**src/rtl/jsu_pkg.sv**
```systemverilog
package jsu_pkg;

   typedef enum logic [1:0] {
      MODE_TEXT = 2'd0,
      MODE_ESC  = 2'd1,
      MODE_HEX  = 2'd2
   } mode_type;

   localparam logic [7:0] CHAR_BSLASH = 8'h5C;
   localparam logic [7:0] CHAR_N      = 8'h6E;
   localparam logic [7:0] CHAR_T      = 8'h74;
   localparam logic [7:0] CHAR_R      = 8'h72;
   localparam logic [7:0] CHAR_U      = 8'h75;
   localparam logic [7:0] CHAR_SPACE  = 8'h20;
   localparam logic [2:0] HEX_HOLD    = 3'd3;

   // up to three output bytes produced by one input beat
   typedef struct packed {
      logic [2:0][7:0] bytes;
      logic [1:0]      num;
      logic            mark;
      logic            last;
   } entry_type;

   typedef struct packed {
      logic full;
      logic avail;
   } qstat_type;

   typedef struct packed {
      logic       hit;
      logic [7:0] ch;
      logic       is_u;
   } esc_type;

   function automatic esc_type esc_char(input logic [7:0] c);
      esc_type r;
      r.hit  = 1'b1;
      r.ch   = c;
      r.is_u = 1'b0;
      if (c == CHAR_N || c == CHAR_T) begin
         r.ch = CHAR_SPACE;
      end else if (c == CHAR_R) begin
         r.hit = 1'b0;
      end else if (c == CHAR_U) begin
         r.hit  = 1'b0;
         r.is_u = 1'b1;
      end
      return r;
   endfunction

   // {valid, value}
   function automatic logic [4:0] hex_nib(input logic [7:0] c);
      logic [4:0] r;
      r = 5'd0;
      if (c >= 8'h30 && c <= 8'h39) begin
         r = {1'b1, 4'(c - 8'h30)};
      end else if (c >= 8'h61 && c <= 8'h66) begin
         r = {1'b1, 4'(c - 8'h57)};
      end else if (c >= 8'h41 && c <= 8'h46) begin
         r = {1'b1, 4'(c - 8'h37)};
      end
      return r;
   endfunction

endpackage

```
**src/rtl/jsu_front.sv**
```systemverilog
module jsu_front (
   input  logic                 clock,
   input  logic                 reset,
   input  logic                 accept,
   input  logic [7:0]           in_byte,
   input  logic                 in_last,
   output logic                 push,
   output jsu_pkg::entry_type   entry
);

   jsu_pkg::mode_type mode_ff, mode_in;
   logic [2:0]        cnt_ff, cnt_in;
   logic [2:0][7:0]   held_ff;

   logic [2:0][7:0]   hn;
   logic [3:0][7:0]   ob;
   logic [1:0]        n;
   logic [1:0]        nc;
   logic [4:0]        x0, x1, x2, x3;
   logic [15:0]       cp;
   jsu_pkg::esc_type  e0, e1, e2;

   always_comb begin
      mode_in = mode_ff;
      cnt_in  = cnt_ff;
      if (accept) begin
         unique case (mode_ff)
            jsu_pkg::MODE_ESC: begin
               mode_in = e0.is_u ? jsu_pkg::MODE_HEX : jsu_pkg::MODE_TEXT;
               cnt_in  = 3'd0;
            end
            jsu_pkg::MODE_HEX: begin
               if (cnt_ff < jsu_pkg::HEX_HOLD) begin
                  cnt_in = cnt_ff + 3'd1;
               end else begin
                  mode_in = jsu_pkg::MODE_TEXT;
                  cnt_in  = 3'd0;
               end
            end
            default: begin
               mode_in = (in_byte == jsu_pkg::CHAR_BSLASH && !in_last) ?
                         jsu_pkg::MODE_ESC : jsu_pkg::MODE_TEXT;
            end
         endcase
         if (in_last) begin
            mode_in = jsu_pkg::MODE_TEXT;
            cnt_in  = 3'd0;
         end
      end
   end

   always_ff @(posedge clock) begin
      if (reset) begin
         mode_ff <= jsu_pkg::MODE_TEXT;
         cnt_ff  <= 3'd0;
      end else begin
         mode_ff <= mode_in;
         cnt_ff  <= cnt_in;
      end
   end

   always_ff @(posedge clock) begin
      if (accept && mode_ff == jsu_pkg::MODE_HEX && cnt_ff < jsu_pkg::HEX_HOLD) begin
         held_ff[cnt_ff[1:0]] <= in_byte;
      end
   end

   // held characters with the current beat folded in
   always_comb begin
      hn = held_ff;
      if (cnt_ff < jsu_pkg::HEX_HOLD) begin
         hn[cnt_ff[1:0]] = in_byte;
      end
      nc = cnt_ff[1:0] + 2'd1;
   end

   assign e0 = jsu_pkg::esc_char(in_byte);
   assign e1 = jsu_pkg::esc_char(hn[1]);
   assign e2 = jsu_pkg::esc_char(hn[2]);

   assign x0 = jsu_pkg::hex_nib(held_ff[0]);
   assign x1 = jsu_pkg::hex_nib(held_ff[1]);
   assign x2 = jsu_pkg::hex_nib(held_ff[2]);
   assign x3 = jsu_pkg::hex_nib(in_byte);

   // digits up to the first non-hex character
   always_comb begin
      priority if (!x0[4]) cp = 16'd0;
      else if (!x1[4])     cp = {12'd0, x0[3:0]};
      else if (!x2[4])     cp = {8'd0, x0[3:0], x1[3:0]};
      else if (!x3[4])     cp = {4'd0, x0[3:0], x1[3:0], x2[3:0]};
      else                 cp = {x0[3:0], x1[3:0], x2[3:0], x3[3:0]};
   end

   always_comb begin
      ob = '0;
      n  = 2'd0;
      unique case (mode_ff)
         jsu_pkg::MODE_ESC: begin
            if (e0.hit) begin
               ob[n] = e0.ch; n = n + 2'd1;
            end
         end
         jsu_pkg::MODE_HEX: begin
            if (cnt_ff < jsu_pkg::HEX_HOLD) begin
               if (in_last) begin
                  // string ended inside a u escape: rescan what was held
                  if (hn[0] == jsu_pkg::CHAR_BSLASH && nc >= 2'd2) begin
                     if (e1.hit) begin
                        ob[n] = e1.ch; n = n + 2'd1;
                     end
                     if (nc == 2'd3) begin
                        ob[n] = hn[2]; n = n + 2'd1;
                     end
                  end else begin
                     ob[n] = hn[0]; n = n + 2'd1;
                     if (nc >= 2'd2) begin
                        if (hn[1] == jsu_pkg::CHAR_BSLASH && nc == 2'd3) begin
                           if (e2.hit) begin
                              ob[n] = e2.ch; n = n + 2'd1;
                           end
                        end else begin
                           ob[n] = hn[1]; n = n + 2'd1;
                           if (nc == 2'd3) begin
                              ob[n] = hn[2]; n = n + 2'd1;
                           end
                        end
                     end
                  end
               end
            end else if (cp < 16'h0080) begin
               if (cp != 16'd9) begin
                  ob[n] = cp[7:0]; n = n + 2'd1;
               end
            end else if (cp < 16'h0800) begin
               ob[0] = 8'hC0 | {3'd0, cp[10:6]};
               ob[1] = 8'h80 | {2'd0, cp[5:0]};
               n     = 2'd2;
            end else begin
               ob[0] = 8'hE0 | {4'd0, cp[15:12]};
               ob[1] = 8'h80 | {2'd0, cp[11:6]};
               ob[2] = 8'h80 | {2'd0, cp[5:0]};
               n     = 2'd3;
            end
         end
         default: begin
            if (!(in_byte == jsu_pkg::CHAR_BSLASH && !in_last)) begin
               ob[n] = in_byte; n = n + 2'd1;
            end
         end
      endcase

      entry.bytes = ob[2:0];
      entry.num   = (n == 2'd0) ? 2'd1 : n;
      entry.mark  = (n == 2'd0);
      entry.last  = in_last;
      push        = accept && (n != 2'd0 || in_last);
   end

endmodule

```
**src/rtl/jsu_queue.sv**
```systemverilog
module jsu_queue #(
   parameter int DEPTH = 4
) (
   input  logic                 clock,
   input  logic                 reset,
   input  logic                 push,
   input  jsu_pkg::entry_type   wr_entry,
   input  logic                 pop,
   output jsu_pkg::entry_type   rd_entry,
   output jsu_pkg::qstat_type   stat
);

   localparam int PW = $clog2(DEPTH);
   localparam int CW = $clog2(DEPTH + 1);

   jsu_pkg::entry_type mem_ff [DEPTH];
   logic [PW-1:0]      wr_ff, wr_in, rd_ff, rd_in;
   logic [CW-1:0]      count_ff, count_in;

   always_comb begin
      wr_in    = wr_ff;
      rd_in    = rd_ff;
      count_in = count_ff;
      if (push) begin
         wr_in = (wr_ff == PW'(DEPTH - 1)) ? '0 : wr_ff + 1'b1;
      end
      if (pop) begin
         rd_in = (rd_ff == PW'(DEPTH - 1)) ? '0 : rd_ff + 1'b1;
      end
      if (push && !pop) count_in = count_ff + 1'b1;
      else if (pop && !push) count_in = count_ff - 1'b1;
   end

   always_ff @(posedge clock) begin
      if (reset) begin
         wr_ff    <= '0;
         rd_ff    <= '0;
         count_ff <= '0;
      end else begin
         wr_ff    <= wr_in;
         rd_ff    <= rd_in;
         count_ff <= count_in;
      end
   end

   always_ff @(posedge clock) begin
      if (push) begin
         mem_ff[wr_ff] <= wr_entry;
      end
   end

   assign rd_entry   = mem_ff[rd_ff];
   assign stat.full  = (count_ff == CW'(DEPTH));
   assign stat.avail = (count_ff != '0);

   a_no_overflow: assert property (@(posedge clock) disable iff (reset)
      push |-> !stat.full) else $error("queue written while full");
   a_no_underflow: assert property (@(posedge clock) disable iff (reset)
      pop |-> stat.avail) else $error("queue read while empty");
   a_count_range: assert property (@(posedge clock) disable iff (reset)
      count_ff <= CW'(DEPTH)) else $error("queue count out of range");

endmodule

```
**src/rtl/jsu_back.sv**
```systemverilog
module jsu_back (
   input  logic                 clock,
   input  logic                 reset,
   input  jsu_pkg::entry_type   head,
   input  jsu_pkg::qstat_type   stat,
   output logic                 pop,
   output logic                 rsp_valid,
   input  logic                 rsp_stall,
   output logic [7:0]           rsp_out_byte,
   output logic                 rsp_byte_valid,
   output logic                 rsp_out_last
);

   logic       valid_ff, valid_in;
   logic [1:0] idx_ff, idx_in;
   logic [7:0] byte_ff;
   logic       bval_ff, last_ff;
   logic       load, tail;

   assign load = !valid_ff || !rsp_stall;
   assign tail = (idx_ff == head.num - 2'd1);
   assign pop  = load && stat.avail && tail;

   always_comb begin
      valid_in = valid_ff;
      idx_in   = idx_ff;
      if (load) begin
         valid_in = stat.avail;
         if (stat.avail) begin
            idx_in = tail ? 2'd0 : idx_ff + 2'd1;
         end
      end
   end

   always_ff @(posedge clock) begin
      if (reset) begin
         valid_ff <= 1'b0;
         idx_ff   <= 2'd0;
      end else begin
         valid_ff <= valid_in;
         idx_ff   <= idx_in;
      end
   end

   always_ff @(posedge clock) begin
      if (load && stat.avail) begin
         byte_ff <= head.bytes[idx_ff];
         bval_ff <= !head.mark;
         last_ff <= head.last && tail;
      end
   end

   assign rsp_valid      = valid_ff;
   assign rsp_out_byte   = byte_ff;
   assign rsp_byte_valid = bval_ff;
   assign rsp_out_last   = last_ff;

   a_idx_restart: assert property (@(posedge clock) disable iff (reset)
      pop |=> idx_ff == 2'd0) else $error("beat index not restarted after pop");

endmodule

```
**src/rtl/json_string_unescape_utf8.sv**
```systemverilog
// Channel  Direction  Handshake              Payload
// req      in         req_valid / req_stall  req_in_byte, req_in_last
// rsp      out        rsp_valid / rsp_stall  rsp_out_byte, rsp_byte_valid, rsp_out_last
//
// One input beat per cycle unless req_stall holds it; a beat yields 0 to 3 bytes, and
// the last beat of a string always yields at least one (an end marker if nothing else).
// The back end drains one output byte per cycle unless rsp_stall holds it, from a
// QUEUE_DEPTH-entry queue; req_stall rises only while that queue is full, i.e. while
// expansion or rsp_stall outruns the drain. Bytes pass the queue, then a register.
// Synchronous reset returns the parser to plain text and empties the queue.
module json_string_unescape_utf8 #(
   parameter int QUEUE_DEPTH = 4
) (
   input  logic       clock,
   input  logic       reset,
   input  logic       req_valid,
   output logic       req_stall,
   input  logic [7:0] req_in_byte,
   input  logic       req_in_last,
   output logic       rsp_valid,
   input  logic       rsp_stall,
   output logic [7:0] rsp_out_byte,
   output logic       rsp_byte_valid,
   output logic       rsp_out_last
);

   jsu_pkg::entry_type wr_entry, head;
   jsu_pkg::qstat_type stat;
   logic               accept, push, pop;

   assign req_stall = stat.full;
   assign accept    = req_valid && !req_stall;

   jsu_front u_front (
      .clock   (clock),
      .reset   (reset),
      .accept  (accept),
      .in_byte (req_in_byte),
      .in_last (req_in_last),
      .push    (push),
      .entry   (wr_entry)
   );

   jsu_queue #(
      .DEPTH (QUEUE_DEPTH)
   ) u_queue (
      .clock    (clock),
      .reset    (reset),
      .push     (push),
      .wr_entry (wr_entry),
      .pop      (pop),
      .rd_entry (head),
      .stat     (stat)
   );

   jsu_back u_back (
      .clock          (clock),
      .reset          (reset),
      .head           (head),
      .stat           (stat),
      .pop            (pop),
      .rsp_valid      (rsp_valid),
      .rsp_stall      (rsp_stall),
      .rsp_out_byte   (rsp_out_byte),
      .rsp_byte_valid (rsp_byte_valid),
      .rsp_out_last   (rsp_out_last)
   );

endmodule

```
**config.mk**
```make
export PLATFORM = sky130hd
export DESIGN_NAME = json_string_unescape_utf8
export DESIGN_NICKNAME = d
export VERILOG_FILES = /design/src/rtl/jsu_pkg.sv /design/src/rtl/jsu_front.sv /design/src/rtl/jsu_queue.sv /design/src/rtl/jsu_back.sv /design/src/rtl/json_string_unescape_utf8.sv
export SDC_FILE = /design/constraint.sdc
export NUM_CORES = 1
export LEC_CHECK = 0
export BUFFER_PORTS_ARGS = -buffer_cell sky130_fd_sc_hd__buf_2
export CORE_ASPECT_RATIO = 1.4
export CORE_UTILIZATION = 43
export DETAILED_ROUTE_END_ITERATION = 8
export PLACE_DENSITY = 0.67
export SKIP_LAST_GASP = 1
export SLEW_MARGIN = 20
export SYNTH_ARGS = -nofsm -noshare
export SYNTH_HDL_FRONTEND = slang
export SYNTH_SLANG_ARGS = --single-unit
```
**constraint.sdc**
```tcl
create_clock -name clock -period 5.6 [get_ports clock]
set_clock_uncertainty 0.15 [all_clocks]
set_input_delay 1.12 -clock clock [delete_from_list [all_inputs] [get_ports clock]]
set_output_delay 1.12 -clock clock [all_outputs]
set_load 0.005 [all_outputs]
```
==> run summary, run 1 <==
SETUP PATH
--------------------------------------------------------------------------------------------------------
Worst EP arrival                                                                                 5.40 ns
Maximum cell stage delay along the critical path                                                 0.71 ns
Reg-to-reg endpoint                                                                         u_queue.count_ff[2]
Cells traversed along the worst timing path                                                 inv_1 > ha_1 > o21bai_1 > a21oi_1 > a21oi_1 > nor3_1 > a221oi_2 > o21ai_0 > or4b_1 > a21oi_1 > o21ai_2 > ha_1 > inv_1 > fa_1 > xor2_1 > or3_1 > a21oi_1
Worst-path fanout max                                                                                 11
Startpoint Class                                                                                    flop
Worst EP required                                                                                5.81 ns
Crit-path most repeated cell                                                                sky130_fd_sc_hd__a21oi_1
Depth of the worst register-to-register path                                                          17
Category of cells accounting for the largest share of critical-path delay                   compound AO/OA/AOI/OAI gates
Type of the worst setup path                                                                flop to flop
Crit path buffers/inverters                                                                            2
Reg-to-reg slack, setup                                                                          0.41 ns
Kind of end point of the critical path                                                              flop
Cell count along the critical path                                                                    17
FF-to-FF Start                                                                              u_front.held_ff[9]
Slowest stage cell on the critical path                                                     sky130_fd_sc_hd__a21oi_1

DIE
--------------------------------------------------------------------------------------------------------
Placeable core region                                                                         21900 um^2
DIE AREA                                                                                      22900 um^2
Floorplan row count                                                                                   64
Chip width                                                                                        128 um
Die H                                                                                             179 um
Initial cell density of the core                                                                   0.438
Top-level I/O count                                                                                   25

SYNTHESIS
--------------------------------------------------------------------------------------------------------
Nets in the synthesized netlist                                                                      910
Proportion of netlist area held by the largest area contributor                                    0.458
Post-synth top cells                                                                        146 x sky130_fd_sc_hd__edfxtp_1, 84 x sky130_fd_sc_hd__nand2_1, 66 x sky130_fd_sc_hd__nor2_1
Syn avg cell area                                                                              11.0 um^2
Primary FF master, synth                                                                    sky130_fd_sc_hd__edfxtp_1
Syn Std Cell Area                                                                              9580 um^2
Yosys warning count                                                                                    0
Top area cells in the synthesized netlist                                                   sky130_fd_sc_hd__edfxtp_1 46%, sky130_fd_sc_hd__mux4_2 6.6%, sky130_fd_sc_hd__ha_1 3.8%, sky130_fd_sc_hd__dfxtp_1 3.6%, sky130_fd_sc_hd__nand2_1 3.3%
Number of flops mapped to enable cells by yosys                                                      146
Most common cell in the netlist                                                             sky130_fd_sc_hd__edfxtp_1
Distinct cell type count of the synthesized netlist                                                   82
Share of synthesized flip-flops with an asynchronous set or reset                                      0
Post-synthesis cell type with the largest combined area                                     sky130_fd_sc_hd__edfxtp_1
Sequential element share of the synthesized area                                                   0.493
Flip-flop and latch count after synthesis                                                            163
Cell count after synthesis                                                                           867

RUN STATUS
--------------------------------------------------------------------------------------------------------
Result of the run                                                                           finished clean

PWR
--------------------------------------------------------------------------------------------------------
VDD IR-drop max                                                                                 0.195 mV
Total power consumption of the routed design                                                     3.50 mW
Leakage power                                                                                    3.83 nW
Power density of the placed cells                                                            325 nW/um^2

STA
--------------------------------------------------------------------------------------------------------
Pins Over Slew Limit                                                                                   0
Clock period minus final worst setup slack                                                       5.19 ns
Share of the clock period used by the worst path                                                   0.927
Total setup violations reported at the end of the flow                                                 0
Total Negative Setup Slacks                                                                         0 ns
Number of hold violations in the final report                                                          0
Final-layout worst hold slack                                                                   0.311 ns
Worst max-slew margin expressed relative to the limit                                              0.149
Highest achievable clock rate                                                                  0.193 GHz
Setup repair after global routing missed its margin                                                false
Measured slew at the worst slew-check pin                                                        1.27 ns

ROUTING
--------------------------------------------------------------------------------------------------------
Remaining number of nets flagged by the antenna check after routing                                    0
Avg WL per Cell                                                                                  22.2 um
First-pass iteration count of the detailed router                                                      6
Total length of routed wires                                                                    26800 um
Number of DRC violations after detailed-routing iteration 0                                          707
Detail-routed via count per cell                                                                    6.09
Number of design rule violations left after detail routing                                             0
Via total after detailed routing                                                                    7346

HOLD PATH
--------------------------------------------------------------------------------------------------------
Hold-critical path endpoint                                                                 u_back.rsp_valid
Type of the tightest min-delay check                                                        flop to flop
Startpoint of the tightest hold check path                                                  u_back.rsp_valid
WHS Path Cells                                                                                         2

GLOBAL ROUTE
--------------------------------------------------------------------------------------------------------
Number of antenna violations at the first check in global routing                                      0
Pin count of the biggest net entering global routing                                                  29
Global-route usage over all layers                                                                 0.249
First-pass GRT wire length                                                                      41900 um
Number of global-route vias before repair                                                           7270
GRT Residual Overflow                                                                                  0

CELLS AND AREA
--------------------------------------------------------------------------------------------------------
Area used by sequential logic in the layout                                                    4730 um^2
Fillers                                                                                             1935
Footprint of the multi-input gates                                                             4500 um^2
Final antenna diode count                                                                              0
Layout area overhead                                                                               12.4%
Number of nets in the finished design                                                                940
Ratio of cells with drive above 1 in the final layout                                              0.173
Non-Filler Instances                                                                                1207

CTS
--------------------------------------------------------------------------------------------------------
Number of buffers inserted for hold repair after clock tree synthesis                                  0
Post-cts gate resize count                                                                             0
Number of H-tree levels                                                                                4
Clock sink count                                                                                     163
Setup repair bufs after CTS                                                                            0
Number of CTS-inserted buffers                                                                        17
Maximum buffer depth of the clock tree                                                                 2
Clock insertion delay at the later pin of the skew report                                        0.43 ns
Clock tree from TritonCTS                                                                            yes
Post-CTS clock slew at the launch and capture registers of the worst setup and hold paths        0.07 ns
Root buffer cell                                                                            sky130_fd_sc_hd__clkbuf_16

PLACEMENT
--------------------------------------------------------------------------------------------------------
Number of port buffers                                                                                24
Final Wtd Congestion                                                                                1.02
HPWL after DPL                                                                                  19200 um
Post-placement cell count                                                                           1175

JOB
--------------------------------------------------------------------------------------------------------
Max capacitance violation total                                                                        0

routing by layer:
layer / track usage / vias up / wire length (um)
li1: - / 3393 / -
met1: 0.288 / 3588 / 10400
met2: 0.435 / 279 / 13700
met3: 0.0336 / 86 / 1220
met4: 0.153 / 0 / 1460
met5: 0 / - / 0
report_power, final:
| part | total, mW | switching, mW | internal [mW] |
|---|---|---|---|
| sequential | 1.54 | 0.0508 | 1.49 |
| clock | 1.25 | 0.495 | 0.754 |
| combinational | 0.711 | 0.383 | 0.328 |
worst min-delay path, cell delays in order, from the launching register on:
cell and delay, ns:
sky130_fd_sc_hd__dfxtp_1 0.32, sky130_fd_sc_hd__nand2_1 0.05, sky130_fd_sc_hd__a21oi_1 0.05
flip-flops by register name, indices dropped and copies added, names as in the netlist, named ones only:
| signal | cells |
|---|---|
| u_queue.count_ff | 3 |
| u_back.idx_ff | 2 |
| u_back.rsp_out_byte | 8 |
| u_back.rsp_out_last | 1 |
| u_back.rsp_byte_valid | 1 |
| u_queue.wr_ff | 2 |
| u_back.rsp_valid | 1 |
| u_queue.mem_ff | 112 |
| u_front.cnt_ff | 3 |
| u_queue.rd_ff | 2 |
| u_front.held_ff | 24 |
| u_front.mode_ff | 2 |
kinds of logic after synthesis:
family | after synthesis | synth area share
buffers and inverters | 88 | 0.0372
adder cells (fa/ha/maj) | 30 | 0.0400
AND/OR/NAND/NOR | 270 | 0.144
XOR/XNOR | 3 | 0.00274
AO/OA/AOI/OAI | 241 | 0.168
multiplexers | 72 | 0.115
flip-flops | 163 | 0.493
layout by cell type (no fill, tap or decap), types with 14 or more instances in the layout:
cell type / Yosys / routed
sky130_fd_sc_hd__inv_1: 38 / 38
sky130_fd_sc_hd__mux2i_1: 26 / 26
sky130_fd_sc_hd__clkbuf_16: 0 / 17
sky130_fd_sc_hd__a21oi_1: 60 / 59
sky130_fd_sc_hd__ha_1: 29 / 29
sky130_fd_sc_hd__mux2_2: 17 / 17
sky130_fd_sc_hd__buf_4: 2 / 37
sky130_fd_sc_hd__dfxtp_1: 17 / 16
sky130_fd_sc_hd__nor2_1: 66 / 66
sky130_fd_sc_hd__edfxtp_1: 146 / 146
sky130_fd_sc_hd__buf_2: 3 / 24
sky130_fd_sc_hd__nand2b_1: 14 / 14
sky130_fd_sc_hd__and2_1: 15 / 15
sky130_fd_sc_hd__nand2_1: 84 / 84
sky130_fd_sc_hd__mux4_2: 28 / 28
sky130_fd_sc_hd__o22ai_1: 16 / 16
sky130_fd_sc_hd__o21ai_0: 52 / 52
cell type report:
class / count / area share
clock buffers: 18 / 0.0399
clock inverters: 14 / 0.0186
inverters: 38 / 0.0132
multi-input cells: 616 / 0.418
flip-flops and latches: 163 / 0.439
well taps: 297 / 0.0345
repair buffers: 61 / 0.0370
worst max-delay path by stage:
stage	start	endpoint
2_1_floorplan	req_in_byte[0]	u_queue.count_ff[2]
3_3_place_gp	req_in_byte[1]	u_queue.count_ff[2]
3_5_place_dp	req_in_byte[1]	u_queue.count_ff[2]
4_1_cts	u_front.held_ff[9]	u_queue.count_ff[2]
5_1_grt	u_front.held_ff[9]	u_queue.count_ff[2]
6_report	u_front.held_ff[9]	u_queue.count_ff[2]
stage by stage:
step            util  worst slack [ns]  cell area (um^2)
2_1_floorplan      -             0.175              9580
3_3_place_gp   0.464             0.255             10100
3_5_place_dp   0.464             0.199             10100
4_1_cts        0.492             0.528             10800
5_1_grt        0.492            0.0817             10800
6_report       0.492             0.408             10800
Power figures use the tool's default switching activity.
==> inputs of run 2 (changes only) <==
--- a/config.mk
+++ b/config.mk
@@ -10,6 +10,7 @@
 export CORE_UTILIZATION = 43
 export DETAILED_ROUTE_END_ITERATION = 8
 export PLACE_DENSITY = 0.67
+export RECOVER_POWER = 25
 export SKIP_LAST_GASP = 1
 export SLEW_MARGIN = 20
 export SYNTH_ARGS = -nofsm -noshare
==> run summary, run 2 (synthesized netlist as in run 1, its figures left out) <==
DIE
--------------------------------------------------------------------------------------------------------
Chip width                                                                                        128 um   unchanged
Top-level I/O count                                                                                   25   unchanged
Die H                                                                                             179 um   unchanged
Floorplan row count                                                                                   64   unchanged
DIE AREA                                                                                      22900 um^2   unchanged
Placeable core region                                                                         21900 um^2   unchanged
Initial cell density of the core                                                                   0.438   unchanged

STA
--------------------------------------------------------------------------------------------------------
Setup repair after global routing missed its margin                                                false
Highest achievable clock rate                                                                  0.192 GHz   -0.43%
Total Negative Setup Slacks                                                                         0 ns   unchanged
Measured slew at the worst slew-check pin                                                        2.41 ns   +1.15 ns
Total setup violations reported at the end of the flow                                                 0   unchanged
Pins Over Slew Limit                                                                                  29   +29
Worst max-slew margin expressed relative to the limit                                             -0.609   -0.758
Number of hold violations in the final report                                                          0   unchanged
Share of the clock period used by the worst path                                                   0.931   +0.00398
Clock period minus final worst setup slack                                                       5.21 ns   +0.0223 ns

SETUP PATH
--------------------------------------------------------------------------------------------------------
Worst EP arrival                                                                                 5.42 ns   +0.02 ns
Kind of end point of the critical path                                                              flop
Worst-path fanout max                                                                                 11   unchanged
Startpoint Class                                                                                    flop
Type of the worst setup path                                                                flop to flop
Cells traversed along the worst timing path                                                 inv_1 > ha_1 > o21bai_1 > a21oi_1 > a21oi_1 > nor3_1 > a221oi_2 > o21ai_0 > or4b_1 > a21oi_1 > o21ai_2 > ha_1 > inv_1 > fa_1 > xor2_1 > or3_1 > a21oi_1
Worst EP required                                                                                5.80 ns   about the same
Slowest stage cell on the critical path                                                     sky130_fd_sc_hd__a21oi_1
Crit-path most repeated cell                                                                sky130_fd_sc_hd__a21oi_1
Maximum cell stage delay along the critical path                                                 0.72 ns   about the same

ROUTING
--------------------------------------------------------------------------------------------------------
First-pass iteration count of the detailed router                                                      6   unchanged
Remaining number of nets flagged by the antenna check after routing                                    0   unchanged
Total length of routed wires                                                                    26900 um   about the same
Number of design rule violations left after detail routing                                             0   unchanged
Via total after detailed routing                                                                    7329   -0.23%
Number of DRC violations after detailed-routing iteration 0                                          661   -6.5%
Avg WL per Cell                                                                                  22.3 um   about the same
Detail-routed via count per cell                                                                    6.07   -0.23%

GLOBAL ROUTE
--------------------------------------------------------------------------------------------------------
Number of antenna violations at the first check in global routing                                      0   unchanged
Global-route usage over all layers                                                                 0.249   unchanged
First-pass GRT wire length                                                                      41900 um   unchanged
Pin count of the biggest net entering global routing                                                  29   unchanged
GRT Residual Overflow                                                                                  0   unchanged
Number of global-route vias before repair                                                           7270   unchanged

PWR
--------------------------------------------------------------------------------------------------------
Power density of the placed cells                                                            326 nW/um^2   +0.25%
VDD IR-drop max                                                                                 0.195 mV   about the same
Leakage power                                                                                    3.79 nW   -1.1%

PLACEMENT
--------------------------------------------------------------------------------------------------------
Total cell area at the placement stage                                                        10100 um^2   unchanged
HPWL after DPL                                                                                  19200 um   unchanged
Final Wtd Congestion                                                                                1.02   unchanged
Number of port buffers                                                                                24   unchanged

CTS
--------------------------------------------------------------------------------------------------------
Clock insertion delay at the later pin of the skew report                                        0.43 ns   about the same
Maximum buffer depth of the clock tree                                                                 2   unchanged
Post-CTS clock slew at the launch and capture registers of the worst setup and hold paths        0.07 ns   about the same
Number of H-tree levels                                                                                4   unchanged
Root buffer cell                                                                            sky130_fd_sc_hd__clkbuf_16
Post-cts gate resize count                                                                             0   unchanged
Clock sink count                                                                                     163   unchanged
Number of buffers inserted for hold repair after clock tree synthesis                                  0   unchanged
Number of CTS-inserted buffers                                                                        17   unchanged
Clock tree from TritonCTS                                                                            yes
Setup repair bufs after CTS                                                                            0   unchanged

CELLS AND AREA
--------------------------------------------------------------------------------------------------------
Fillers                                                                                             1941   +0.31%
Commonest non-fill, non-tap cell in the layout                                              sky130_fd_sc_hd__edfxtp_1
Post-layout instance area                                                                     10700 um^2   -0.27%
Layout area overhead                                                                               12.1%
Final antenna diode count                                                                              0   unchanged
Commonest non-fill, non-tap cells in the layout                                             146 x sky130_fd_sc_hd__edfxtp_1, 84 x sky130_fd_sc_hd__nand2_1, 66 x sky130_fd_sc_hd__nor2_1, 59 x sky130_fd_sc_hd__a21oi_1, 52 x sky130_fd_sc_hd__o21ai_0
Biggest register                                                                            u_queue.mem_ff
Number of flip-flops in the largest register                                                         112   unchanged
Ratio of cells with drive above 1 in the final layout                                              0.155   -0.0176
Number of nets in the finished design                                                                940   unchanged

JOB
--------------------------------------------------------------------------------------------------------
Max capacitance violation total                                                                        1   +1

RUN STATUS
--------------------------------------------------------------------------------------------------------
Result of the run                                                                           finished with violations
Violations in the final reports                                                             max-capacitance violations, max-slew violations

HOLD PATH
--------------------------------------------------------------------------------------------------------
Type of the tightest min-delay check                                                        flop to flop

-- run 2: changes by cell type in the layout (fill, tap and decap cells not counted) --
cell,change
sky130_fd_sc_hd__dfxtp_2,-1
sky130_fd_sc_hd__buf_4,-5
sky130_fd_sc_hd__clkbuf_1,+12
sky130_fd_sc_hd__mux2_1,+3
sky130_fd_sc_hd__mux2_2,-3
sky130_fd_sc_hd__dfxtp_1,+1
sky130_fd_sc_hd__buf_2,-7
-- run 2: area by class of cell --
cell class | count | area, um^2 | area share
clock buffers | 18 | 429 | 0.0400
clock inverters | 14 | 200 | 0.0186
inverters | 38 | 143 | 0.0133
multi-input cells | 616 | 4500 | 0.419
flip-flops and latches | 163 | 4720 | 0.440
well taps | 297 | 372 | 0.0346
repair buffers | 61 | 370 | 0.0345
-- run 2: metrics by stage --
step                      total power, mW   util  worst slack, ns  std cells  hold slack (ns)
after floorplan                      2.08      -            0.175        867            0.312
after global placement               2.27  0.464            0.255       1175            0.299
after detailed placement             2.29  0.464            0.199       1175            0.308
after CTS                            3.54  0.492            0.528       1207            0.317
after global routing                 3.66  0.491           0.0671       1207            0.360
final                                3.50  0.491            0.385       1207            0.311
-- run 2: path summary, 6_finish.rpt --
kind	from	endpoint	slack [ns]	cells after the start
min	u_back.rsp_valid	u_back.rsp_valid	0.31	2
max	u_front.held_ff[9]	u_queue.count_ff[2]	0.39	17
max reg2reg	u_front.held_ff[9]	u_queue.count_ff[2]	0.39	17
min reg2reg	u_back.rsp_valid	u_back.rsp_valid	0.31	2
-- run 2: worst max-delay path: cells and delay by family, from the launching register on --
kind	cells	cell delay [ns]
xor+xnor	1	0.08
flops	1	0.57
fa+ha+maj	3	0.66
simple gates	3	1.05
buf+inv	2	0.27
compound gates	8	2.35
-- run 2: power breakdown --
| group | internal [mW] | switching, mW |
|---|---|---|
| Sequential | 1.49 | 0.0510 |
| Clock | 0.754 | 0.496 |
| Combinational | 0.327 | 0.383 |
| Total | 2.57 | 0.929 |
-- run 2: layer usage --
layer	share of wire	track usage
met1	0.40	0.288
met2	0.51	0.435
met3	0.035	0.0336
met4	0.054	0.153
met5	0	0
